==> config.mk <==
export PLATFORM = sky130hd
export DESIGN_NAME = sorted_max_priority_queue_unit_flat
export DESIGN_NICKNAME = d
export VERILOG_FILES = /design/src/rtl/smpq_pkg.sv /design/src/rtl/smpq_ifs.sv /design/src/rtl/sorted_max_priority_queue_unit.sv /design/src/rtl/smpq_cell.sv /design/src/flat_wrapper.sv
export SDC_FILE = /design/constraint.sdc
export NUM_CORES = 2
export LEC_CHECK = 0
export ABC_CLOCK_PERIOD_IN_PS = 5200
export BUFFER_PORTS_ARGS = -buffer_cell sky130_fd_sc_hd__buf_2
export CAP_MARGIN = 10
export CORE_ASPECT_RATIO = 1.25
export CORE_MARGIN = 4
export CORE_UTILIZATION = 40
export CTS_CLUSTER_SIZE = 25
export DETAILED_ROUTE_END_ITERATION = 7
export REMOVE_ABC_BUFFERS = 1
export SYNTH_ARGS = -nofsm -noshare
export SYNTH_HDL_FRONTEND = slang
export SYNTH_SLANG_ARGS = --single-unit
==> constraint.sdc <==
create_clock -name clk -period 5.2 [get_ports clk]
set_clock_uncertainty 0.2 [all_clocks]
set_input_delay 0.78 -clock clk [delete_from_list [all_inputs] [get_ports clk]]
set_output_delay 0.78 -clock clk [all_outputs]
set_load 0.02 [all_outputs]
==> src/rtl/smpq_pkg.sv <==
`default_nettype none
// ----------------------------------------------------------------------------
// smpq_pkg
// Shared types and codes for the sorted max-priority queue.
// ----------------------------------------------------------------------------
package smpq_pkg;

  localparam int unsigned DATA_W  = 32;
  localparam int unsigned COUNT_W = 5;

  typedef logic signed [DATA_W-1:0] data_t;
  typedef logic [COUNT_W-1:0]       count_t;

  typedef enum logic [0:0] {
    OP_ENQUEUE = 1'b0,
    OP_DEQUEUE = 1'b1
  } op_t;

  typedef enum logic [1:0] {
    ST_OK    = 2'd0,
    ST_EMPTY = 2'd1,
    ST_FULL  = 2'd2
  } status_t;

  // per-cycle command broadcast to every cell
  typedef struct packed {
    logic enq;
    logic deq;
  } cell_ctrl_t;

endpackage
`default_nettype wire

==> src/rtl/smpq_ifs.sv <==
`default_nettype none
// ----------------------------------------------------------------------------
// smpq_ifs
// Valid/ready channels for queue commands and queue results.
// ----------------------------------------------------------------------------
interface smpq_in_if;
  logic                valid;
  logic                ready;
  smpq_pkg::op_t       opcode;
  smpq_pkg::data_t     value;

  modport source (output valid, output opcode, output value, input ready);
  modport sink   (input valid, input opcode, input value, output ready);
endinterface

interface smpq_out_if;
  logic                valid;
  logic                ready;
  smpq_pkg::data_t     head_value;
  smpq_pkg::data_t     removed_value;
  logic                is_empty;
  smpq_pkg::count_t    entry_count;
  smpq_pkg::status_t   status;

  modport source (output valid, output head_value, output removed_value,
                  output is_empty, output entry_count, output status, input ready);
  modport sink   (input valid, input head_value, input removed_value,
                  input is_empty, input entry_count, input status, output ready);
endinterface
`default_nettype wire

==> src/rtl/sorted_max_priority_queue_unit.sv <==
`default_nettype none
// ----------------------------------------------------------------------------
// sorted_max_priority_queue_unit
// Bounded max-priority queue built as a sorted chain of cells.
// ----------------------------------------------------------------------------
// Accepts one enqueue or dequeue per clock cycle while no stalled result
// blocks the input, and returns one result per command, registered, in the
// cycle after the transfer. The per-cycle figure is set by each cell's single
// 32-bit compare against the broadcast key; every cell shifts, inserts or
// holds in the same cycle, so no search loop exists. Equal values are ordered
// newest first. An enqueue into a full queue is dropped with status ST_FULL;
// a dequeue from an empty queue returns ST_EMPTY. New commands are taken while
// a result waits as long as that result is being taken in the same cycle.
module sorted_max_priority_queue_unit #(
  parameter int unsigned CAPACITY = 16
) (
  input  wire logic  clk,
  input  wire logic  rst_n,
  smpq_in_if.sink    in_ch,
  smpq_out_if.source out_ch
);

  localparam int unsigned CNT_W = $clog2(CAPACITY + 1);

  logic [CNT_W-1:0]     count_r, count_nxt;
  logic                 out_valid_r;
  smpq_pkg::data_t      head_r, removed_r;
  logic                 empty_flag_r;
  smpq_pkg::count_t     entry_count_r;
  smpq_pkg::status_t    status_r;

  smpq_pkg::data_t      head_nxt, removed_nxt;
  smpq_pkg::status_t    status_nxt;

  logic                 fire, full, empty, enq_ok, deq_ok;
  smpq_pkg::cell_ctrl_t ctrl;

  smpq_pkg::data_t      val_w [CAPACITY];
  logic                 gt_w  [CAPACITY];

  assign in_ch.ready = !out_valid_r || out_ch.ready;
  assign fire        = in_ch.valid && in_ch.ready;
  assign full        = (count_r == CNT_W'(CAPACITY));
  assign empty       = (count_r == '0);
  assign enq_ok      = fire && (in_ch.opcode == smpq_pkg::OP_ENQUEUE) && !full;
  assign deq_ok      = fire && (in_ch.opcode == smpq_pkg::OP_DEQUEUE) && !empty;
  assign ctrl        = '{enq: enq_ok, deq: deq_ok};

  for (genvar i = 0; i < CAPACITY; i++) begin : g_cell
    logic            occ;
    logic            pgt;
    smpq_pkg::data_t pval, nval;

    assign occ = (count_r > CNT_W'(i));
    if (i == 0) begin : g_first
      assign pgt  = 1'b1;
      assign pval = in_ch.value;
    end else begin : g_mid
      assign pgt  = gt_w[i-1];
      assign pval = val_w[i-1];
    end
    if (i == CAPACITY - 1) begin : g_last
      assign nval = val_w[i];
    end else begin : g_inner
      assign nval = val_w[i+1];
    end

    smpq_cell u_cell (
      .clk      (clk),
      .ctrl     (ctrl),
      .key      (in_ch.value),
      .occupied (occ),
      .prev_gt  (pgt),
      .prev_val (pval),
      .next_val (nval),
      .val      (val_w[i]),
      .gt       (gt_w[i])
    );
  end

  always_comb begin
    count_nxt   = count_r;
    head_nxt    = empty ? '0 : val_w[0];
    removed_nxt = '0;
    status_nxt  = smpq_pkg::ST_OK;
    if (fire) begin
      if (in_ch.opcode == smpq_pkg::OP_ENQUEUE) begin
        if (full) begin
          status_nxt = smpq_pkg::ST_FULL;
        end else begin
          count_nxt = count_r + CNT_W'(1);
          head_nxt  = gt_w[0] ? val_w[0] : in_ch.value;
        end
      end else begin
        if (empty) begin
          status_nxt = smpq_pkg::ST_EMPTY;
        end else begin
          count_nxt   = count_r - CNT_W'(1);
          removed_nxt = val_w[0];
          head_nxt    = (count_r > CNT_W'(1)) ? val_w[1] : '0;
        end
      end
    end
  end

  always_ff @(posedge clk) begin
    if (!rst_n) begin
      count_r     <= '0;
      out_valid_r <= 1'b0;
    end else begin
      count_r <= count_nxt;
      if (fire) begin
        out_valid_r <= 1'b1;
      end else if (out_ch.ready) begin
        out_valid_r <= 1'b0;
      end
    end
  end

  always_ff @(posedge clk) begin
    if (fire) begin
      head_r        <= head_nxt;
      removed_r     <= removed_nxt;
      empty_flag_r  <= (count_nxt == '0);
      entry_count_r <= smpq_pkg::COUNT_W'(count_nxt);
      status_r      <= status_nxt;
    end
  end

  assign out_ch.valid         = out_valid_r;
  assign out_ch.head_value    = head_r;
  assign out_ch.removed_value = removed_r;
  assign out_ch.is_empty      = empty_flag_r;
  assign out_ch.entry_count   = entry_count_r;
  assign out_ch.status        = status_r;

endmodule
`default_nettype wire

==> src/rtl/smpq_cell.sv <==
`default_nettype none
// ----------------------------------------------------------------------------
// smpq_cell
// One slot of the sorted chain: holds a value, compares it with the incoming
// key and takes its own, the key, or a neighbor's value each cycle.
// ----------------------------------------------------------------------------
module smpq_cell (
  input  wire logic                  clk,
  input  wire smpq_pkg::cell_ctrl_t  ctrl,
  input  wire smpq_pkg::data_t       key,
  input  wire logic                  occupied,
  input  wire logic                  prev_gt,
  input  wire smpq_pkg::data_t       prev_val,
  input  wire smpq_pkg::data_t       next_val,
  output smpq_pkg::data_t            val,
  output logic                       gt
);

  smpq_pkg::data_t val_r;
  smpq_pkg::data_t val_nxt;

  assign gt  = occupied && (val_r > key);
  assign val = val_r;

  always_comb begin
    val_nxt = val_r;
    if (ctrl.enq) begin
      if (!gt) begin
        val_nxt = prev_gt ? key : prev_val;
      end
    end else if (ctrl.deq) begin
      val_nxt = next_val;
    end
  end

  always_ff @(posedge clk) begin
    val_r <= val_nxt;
  end

endmodule
`default_nettype wire

==> src/flat_wrapper.sv <==
// flat-port wrapper written by rule: the top's interface ports become plain ports
module sorted_max_priority_queue_unit_flat 
#(
  parameter int unsigned CAPACITY = 16
)
  (clk, rst_n, in_ch_valid, in_ch_opcode, in_ch_value, in_ch_ready, out_ch_valid, out_ch_head_value, out_ch_removed_value, out_ch_is_empty, out_ch_entry_count, out_ch_status, out_ch_ready);
  smpq_in_if in_ch_i ();
  smpq_out_if out_ch_i ();
  input  wire logic clk;
  input  wire logic rst_n;
  input wire logic [$bits(in_ch_i.valid)-1:0] in_ch_valid;
  input wire logic [$bits(in_ch_i.opcode)-1:0] in_ch_opcode;
  input wire logic [$bits(in_ch_i.value)-1:0] in_ch_value;
  output wire logic [$bits(in_ch_i.ready)-1:0] in_ch_ready;
  output wire logic [$bits(out_ch_i.valid)-1:0] out_ch_valid;
  output wire logic [$bits(out_ch_i.head_value)-1:0] out_ch_head_value;
  output wire logic [$bits(out_ch_i.removed_value)-1:0] out_ch_removed_value;
  output wire logic [$bits(out_ch_i.is_empty)-1:0] out_ch_is_empty;
  output wire logic [$bits(out_ch_i.entry_count)-1:0] out_ch_entry_count;
  output wire logic [$bits(out_ch_i.status)-1:0] out_ch_status;
  input wire logic [$bits(out_ch_i.ready)-1:0] out_ch_ready;
  assign in_ch_i.valid = in_ch_valid;
  assign in_ch_i.opcode = in_ch_opcode;
  assign in_ch_i.value = in_ch_value;
  assign in_ch_ready = in_ch_i.ready;
  assign out_ch_valid = out_ch_i.valid;
  assign out_ch_head_value = out_ch_i.head_value;
  assign out_ch_removed_value = out_ch_i.removed_value;
  assign out_ch_is_empty = out_ch_i.is_empty;
  assign out_ch_entry_count = out_ch_i.entry_count;
  assign out_ch_status = out_ch_i.status;
  assign out_ch_i.ready = out_ch_ready;
  sorted_max_priority_queue_unit #(.CAPACITY(CAPACITY)) u_core (.clk(clk), .rst_n(rst_n), .in_ch(in_ch_i), .out_ch(out_ch_i));
endmodule
-- Yosys cells after proc, flatten, opt, wreduce, memory -nomap -nowiden
Cells that the tools add are included.
- flip-flop bits (word level): 590
- input port bits: 37
- output and inout bits: 74
- word-level logic and storage cells: 192
- add/sub/neg operators: 2
- order comparisons: 32
- equal/unequal tests: 15
- multiplexer cells: 74
- bitwise logic cells: 2
- reduce and logical (&&, ||, !) cells: 44
- operators by type and width (cell ; number):
    32-bit 2-to-1 mux ; 65
    32-bit greater-than comparator ; 16
    5-bit by 4-bit greater-than comparator with 1-bit output, second input constant ; 8
    2-bit AND reduction ; 15
    2-bit != test, second input constant ; 14
    1-bit logical AND ; 21
    5-bit by 3-bit greater-than comparator with 1-bit output, second input constant ; 4
    5-bit 2-to-1 mux ; 4
    5-bit by 1-bit greater-than comparator with 1-bit output, second input constant ; 2
    5-bit by 2-bit greater-than comparator with 1-bit output, second input constant ; 2
    5-bit zero test ; 2
    5-bit by 1-bit adder with 5-bit output, second input constant ; 1
    5-bit equality test, second input constant ; 1
    5-bit by 1-bit subtractor with 5-bit output, second input constant ; 1
    2-bit 2-to-1 mux ; 2
    2-bit nonzero test ; 2
    1-bit zero test ; 3
    1-bit 2-to-1 mux ; 3
    1-bit inverter ; 2
    1-bit logical OR ; 1

-- Longest topological paths before layout
- word-level depth: 7
- mapped depth: 13
- depth with buffers taken out: 10

-- Modules after synthesis
From an unflattened synthesis, not the netlist that was laid out.
- cell total of the unflattened synthesis: 4494
- area total of the unflattened synthesis: 43945.9 sq um
- by module, submodules not included (module ; instances ; cells each ; area an instance (sq um) ; seq. area each (sq um)):
    smpq_cell ; 16 ; 261 ; 2511.2 ; 960.9
    sorted_max_priority_queue_unit ; 1 ; 318 ; 3767.4 ; 2282.2

-- Least setup slack after synthesis
No wires, ideal clock.
- path kind: input -> register
- start: input port in_ch_value[1]
- end: register u_core.g_cell[11].u_cell.val_r[0], enable pin
- library setup time: 0.421 ns
- data arrival time: 4.957 ns
- data required time: 4.579 ns
- setup slack: -0.378 ns
- stages on the path: 13
- buffers on the path: 3
- path through: clkbuf_1 inv_1 ha_1 nor2b_1 o211ai_1 a21oi_1 or4b_2 a21oi_1 mux2i_1 clkbuf_1 clkbuf_1 nor2_1 nor2_1
- longest elaborated chain between the ends: 4
- RTL lines (element ; line ; source):
    from (decl) ; flat_wrapper.sv:13 ; input wire logic [$bits(in_ch_i.value)-1:0] in_ch_value;
    32-bit greater-than comparator ; smpq_cell.sv:22 ; assign gt = occupied && (val_r > key);
    1-bit logical AND ; smpq_cell.sv:22 ;
    2-bit != test (no line) ; n/a ;
    2-bit AND reduction (no line) ; n/a ;
    to (signal assigned) ; smpq_cell.sv:37 ; val_r <= val_nxt;
    to (decl) ; smpq_cell.sv:19 ; smpq_pkg::data_t val_r;
No other way between the ends.
A chain may end at the register's enable or synchronous reset.

-- Worst setup path after layout
- start: input port in_ch_value[17]
- end: register u_core.g_cell[10].u_cell.val_r[14], data pin
- longest elaborated chain between the ends: 5
- RTL lines (element ; line ; source):
    32-bit greater-than comparator ; smpq_cell.sv:22 ;
    1-bit logical AND ; smpq_cell.sv:22 ;
    32-bit 2-to-1 mux ; smpq_cell.sv:29 ; val_nxt = prev_gt ? key : prev_val;
    32-bit 2-to-1 mux ; smpq_cell.sv:28 ; if (!gt) begin
    32-bit 2-to-1 mux ; smpq_cell.sv:27 ; if (ctrl.enq) begin
    via u_core.g_cell[10].u_cell.val_nxt[14] ; smpq_cell.sv:20 ; smpq_pkg::data_t val_nxt;
    to (signal assigned) ; smpq_cell.sv:37 ;
    to (decl) ; smpq_cell.sv:19 ;
The timed path passes the listed nets, and every way through them passes these cells. The select of a mux whose other input is x is not followed.

==> flow_results.xml <==
<?xml version="1.0" encoding="UTF-8"?>
<metrics>
  <group name="status">
    <metric name="outcome" unit="">finished clean</metric>
  </group>
  <group name="synthesis">
    <metric name="synth-adder-area-share" unit="">0.160</metric>
    <metric name="synthFlopType" unit="">edfxtp_1</metric>
    <metric name="synth-edff-count" unit="">584</metric>
    <metric name="synth_mux_area_frac" unit="">0.0438</metric>
    <metric name="ys.warnings.count" unit="">0</metric>
    <metric name="post_synth.cell_area_avg" unit="um^2">10.2</metric>
    <metric name="synthCells" unit="">3958</metric>
    <metric name="post_synth_instance_area" unit="mm^2">0.0403</metric>
    <metric name="synth-compound-area-share" unit="">0.157</metric>
    <metric name="synth-xor-area-share" unit="">0.000217</metric>
    <metric name="asyncSetResetFlopFracSynth" unit="">0</metric>
    <metric name="register_area_share_after_synthesis" unit="">0.438</metric>
    <metric name="yosysUniqueCellTypes" unit="">80</metric>
    <metric name="synth_top_family_by_area" unit="">simple AND/OR/NAND/NOR gates</metric>
    <metric name="area_share_of_and_or_nand_nor_cells_after_synthesis" unit="">0.161</metric>
    <metric name="yosys_register_bits" unit="">590</metric>
  </group>
  <group name="sta">
    <metric name="rsz0062_at_grt" unit="">no</metric>
    <metric name="report.final.slew_viol_count" unit="">0</metric>
    <metric name="timing.final.crit_period" unit="ps">4550</metric>
    <metric name="worst_hold_slack" unit="ps">218</metric>
    <metric name="timing_hold_violations_final" unit="">0</metric>
    <metric name="max_clock_freq" unit="MHz">220</metric>
    <metric name="worst_slew_margin_rel" unit="">0.305</metric>
    <metric name="max_slew.worst_pin.slew" unit="ps">1030</metric>
    <metric name="fin_crit_sh" unit="">0.875</metric>
    <metric name="setup_viol" unit="">0</metric>
  </group>
  <group name="detailed_routing">
    <metric name="number_of_remaining_drc_errors" unit="">0</metric>
    <metric name="routed_wl" unit="mm">155</metric>
    <metric name="ant_nets" unit="">0</metric>
    <metric name="detail_route.iter0.violations" unit="">4214</metric>
    <metric name="drt-vias-per-instance" unit="">6.36</metric>
    <metric name="vias" unit="">34600</metric>
    <metric name="wire_per_inst" unit="um">28.6</metric>
    <metric name="iteration_count_of_the_initial_detailed_routing_pass" unit="">8</metric>
  </group>
  <group name="global_routing">
    <metric name="grt_pass1_wl" unit="mm">225</metric>
    <metric name="grt_overflow_total" unit="">0</metric>
    <metric name="grt.total_usage" unit="">0.284</metric>
    <metric name="largest_net_degree_at_the_start_of_global_routing" unit="">121</metric>
    <metric name="antenna_found_initial" unit="">1</metric>
    <metric name="grt_pass1_vias" unit="">33100</metric>
  </group>
  <group name="final_layout">
    <metric name="post-route-cell-area" unit="mm^2">0.0461</metric>
    <metric name="syn2layout_area_growth" unit="%">14.4</metric>
    <metric name="design.final.nets" unit="">4624</metric>
    <metric name="stdcell_count" unit="">5435</metric>
    <metric name="postLayoutCoreUtil" unit="">0.463</metric>
    <metric name="proportion_of_layout_cells_with_a_drive_suffix_above_1" unit="">0.124</metric>
  </group>
  <group name="run">
    <metric name="timing.max_cap.violations" unit="">0</metric>
  </group>
  <group name="floorplanning">
    <metric name="die_height" unit="um">363</metric>
    <metric name="std_cell_rows" unit="">129</metric>
    <metric name="placeable_core_region" unit="mm^2">0.0996</metric>
    <metric name="floorplan.initialDensity" unit="">0.405</metric>
    <metric name="design.portCount" unit="">111</metric>
    <metric name="die_w" unit="um">292</metric>
    <metric name="design.die.area" unit="mm^2">0.106</metric>
  </group>
  <group name="place">
    <metric name="placed_cell_area" unit="mm^2">0.0439</metric>
    <metric name="place.gp.congestion" unit="">0.980</metric>
    <metric name="port_buffers" unit="">110</metric>
    <metric name="dpl.cell_count" unit="">5309</metric>
    <metric name="detailed_place_hpwl" unit="mm">115</metric>
  </group>
  <group name="clocking">
    <metric name="clock_tree_from_tritoncts" unit="">yes</metric>
    <metric name="cts_hold_repair.buffers" unit="">0</metric>
    <metric name="clk_root_buffer_cell" unit="">clkbuf_16</metric>
    <metric name="cts_buffers" unit="">69</metric>
    <metric name="cts-resized-gates" unit="">0</metric>
    <metric name="clock_path_buffers" unit="">3</metric>
    <metric name="cts_max_level" unit="">3</metric>
    <metric name="worstSkewPairLatency" unit="ps">640</metric>
    <metric name="cts.sinks" unit="">590</metric>
    <metric name="postCtsSetupRepairBufs" unit="">0</metric>
    <metric name="path_clk_slew" unit="ps">60</metric>
  </group>
  <group name="critical_path">
    <metric name="critical_path.slowest_cell" unit="">a2111oi_1</metric>
    <metric name="critical_path_class" unit="">input port to flip-flop</metric>
    <metric name="end_kind" unit="">flip-flop</metric>
    <metric name="critical_path_arrival" unit="ps">4690</metric>
    <metric name="startpoint_type" unit="">input port</metric>
    <metric name="worstPathRequired" unit="ps">5350</metric>
    <metric name="crit_path_max_fanout" unit="">12</metric>
    <metric name="worstSetupStartpoint" unit="">in_ch_value[17]</metric>
    <metric name="critical_path.reg2reg.startpoint" unit="">u_core.g_cell[0].u_cell.val[31]</metric>
    <metric name="crit_path_cell_trace" unit="">buf_2 -&gt; inv_1 -&gt; buf_4 -&gt; ha_1 -&gt; a21oi_1 -&gt; o21ai_1 -&gt; a221o_1 -&gt; a2111oi_1 -&gt; a21oi_1 -&gt; and3b_2 -&gt; buf_12 -&gt; mux2i_1 -&gt; o21ai_0</metric>
    <metric name="timing.critical_path.slowest_cell_delay" unit="ps">960</metric>
    <metric name="path_common_cell" unit="">a21oi_1</metric>
  </group>
  <group name="hold_path">
    <metric name="hp-start" unit="">in_ch_valid</metric>
    <metric name="min-delay-path-class" unit="">input port to flip-flop</metric>
  </group>
  <group name="power_and_ir_drop">
    <metric name="largest_vdd_supply_drop" unit="mV">0.236</metric>
    <metric name="power_leakage" unit="nW">18.0</metric>
    <metric name="power.density_cell_area" unit="mW/mm^2">343</metric>
  </group>
</metrics>
placed cells by master, fill, tap and decap left out, types with 23 or more instances in the layout:
master     Yosys  routed
buf_2         50     110
nor3_1        23      23
mux2i_1      137     128
nand4_1      103     103
buf_4         27     160
mux2_2        34      34
o21ai_0       85      85
and3_1        38      38
o211ai_1     364     364
edfxtp_1     584     584
buf_12         0      60
a21oi_1      256     251
nor2_1       132     121
a221o_1       36      36
nor2b_1       24      24
nand3_1      404     404
a21o_1        55      55
clkbuf_16      0      73
ha_1         517     517
inv_1         79      78
and2_1        36      36
o21ai_1       37      37
nand2_1      530     527
sequential cells by signal, indices dropped and copies added, names as in the netlist:
| signal | cells |
|---|---|
| u_core.g_cell.u_cell.val | 512 |
| u_core.out_ch.head_value | 32 |
| u_core.out_ch.removed_value | 32 |
| u_core.count_r | 5 |
| u_core.out_ch.entry_count | 5 |
| u_core.out_ch.status | 2 |
| u_core.out_ch.is_empty | 1 |
| u_core.out_ch.valid | 1 |
where the power goes:
group	internal [mW]	switching [mW]	leakage, nW	total (mW)
Sequential	6.08	0.599	5.62	6.68
Combinational	1.52	2.65	11.3	4.18
Clock	2.81	2.14	1.08	4.95
Total	10.4	5.39	18.0	15.8
worst paths after layout:
kind / to / slack (ps) / depth (start not counted)
max: u_core.g_cell[10].u_cell.val[14] / 650 / 13
min: u_core.out_ch.valid / 220 / 3
max reg2reg: u_core.out_ch.head_value[13] / 910 / 13
min reg2reg: u_core.out_ch.valid / 330 / 2
cell usage after synthesis (16+ instances only):
cell type,number,share of area
buf_2,50,0.0062
nor3_1,23,0.0029
ha_1,517,0.16
nor2_1,132,0.012
mux2_2,34,0.0095
a211oi_1,16,0.0030
a21o_1,55,0.010
a21oi_1,256,0.032
a221o_1,36,0.0089
o21ai_1,37,0.0046
nor2b_1,24,0.0037
buf_4,27,0.0050
nand4_1,103,0.016
o21ai_0,85,0.011
clkbuf_1,176,0.016
nand3_1,404,0.050
o211ai_1,364,0.068
mux2i_1,137,0.034
edfxtp_1,584,0.43
inv_1,79,0.0074
buf_1,31,0.0029
nand2_1,530,0.049
and2_1,36,0.0056
and3_1,38,0.0059
and4_1,16,0.0035
cells by family (layout without fill, tap and decap cells):
logic type / Yosys count / in the layout
compound gates: 946 / 946
xor+xnor: 1 / 1
other cells: 0 / 1
buf+inv: 370 / 536
mux: 172 / 172
flops: 590 / 590
simple gates: 1362 / 1362
fa+ha+maj: 517 / 517
worst max-delay path: cells and delay by family:
kind                       cells  cell delay (ps)
and+or+nand+nor                1              510
muxes                          1              200
adders and majority gates      1              320
buffers and inverters          4              920
AOI/OAI and AO/OA              6             1910
layout make-up:
type,count,area [um^2]
clock inverter,40,337
inverter,81,307
timing repair buffer,330,2950
antenna,1,2.50
multi-input combinational,2998,21400
fill,9243,53500
tap,1310,1640
clock buffer,85,1870
sequential,590,17700
routing by layer:
layer  up-vias  GRT usage  wire length (um)
li1      15500          -                 -
met5         -          0                 0
met3       371     0.0482             13800
met1     16900      0.373             61700
met2      1828      0.460             71700
met4         0      0.131              8210
through the flow:
stage | setup TNS (ps) | worst slack, ps | power [mW]
floorplan | -8096010 | -16700 | 9.04
global placement | 0 | 68.5 | 10.8
detailed placement | 0 | 34.8 | 10.9
CTS | 0 | 712 | 15.8
global route | 0 | 645 | 16.4
finish | 0 | 652 | 15.8
(Power assumes the default switching activity.)
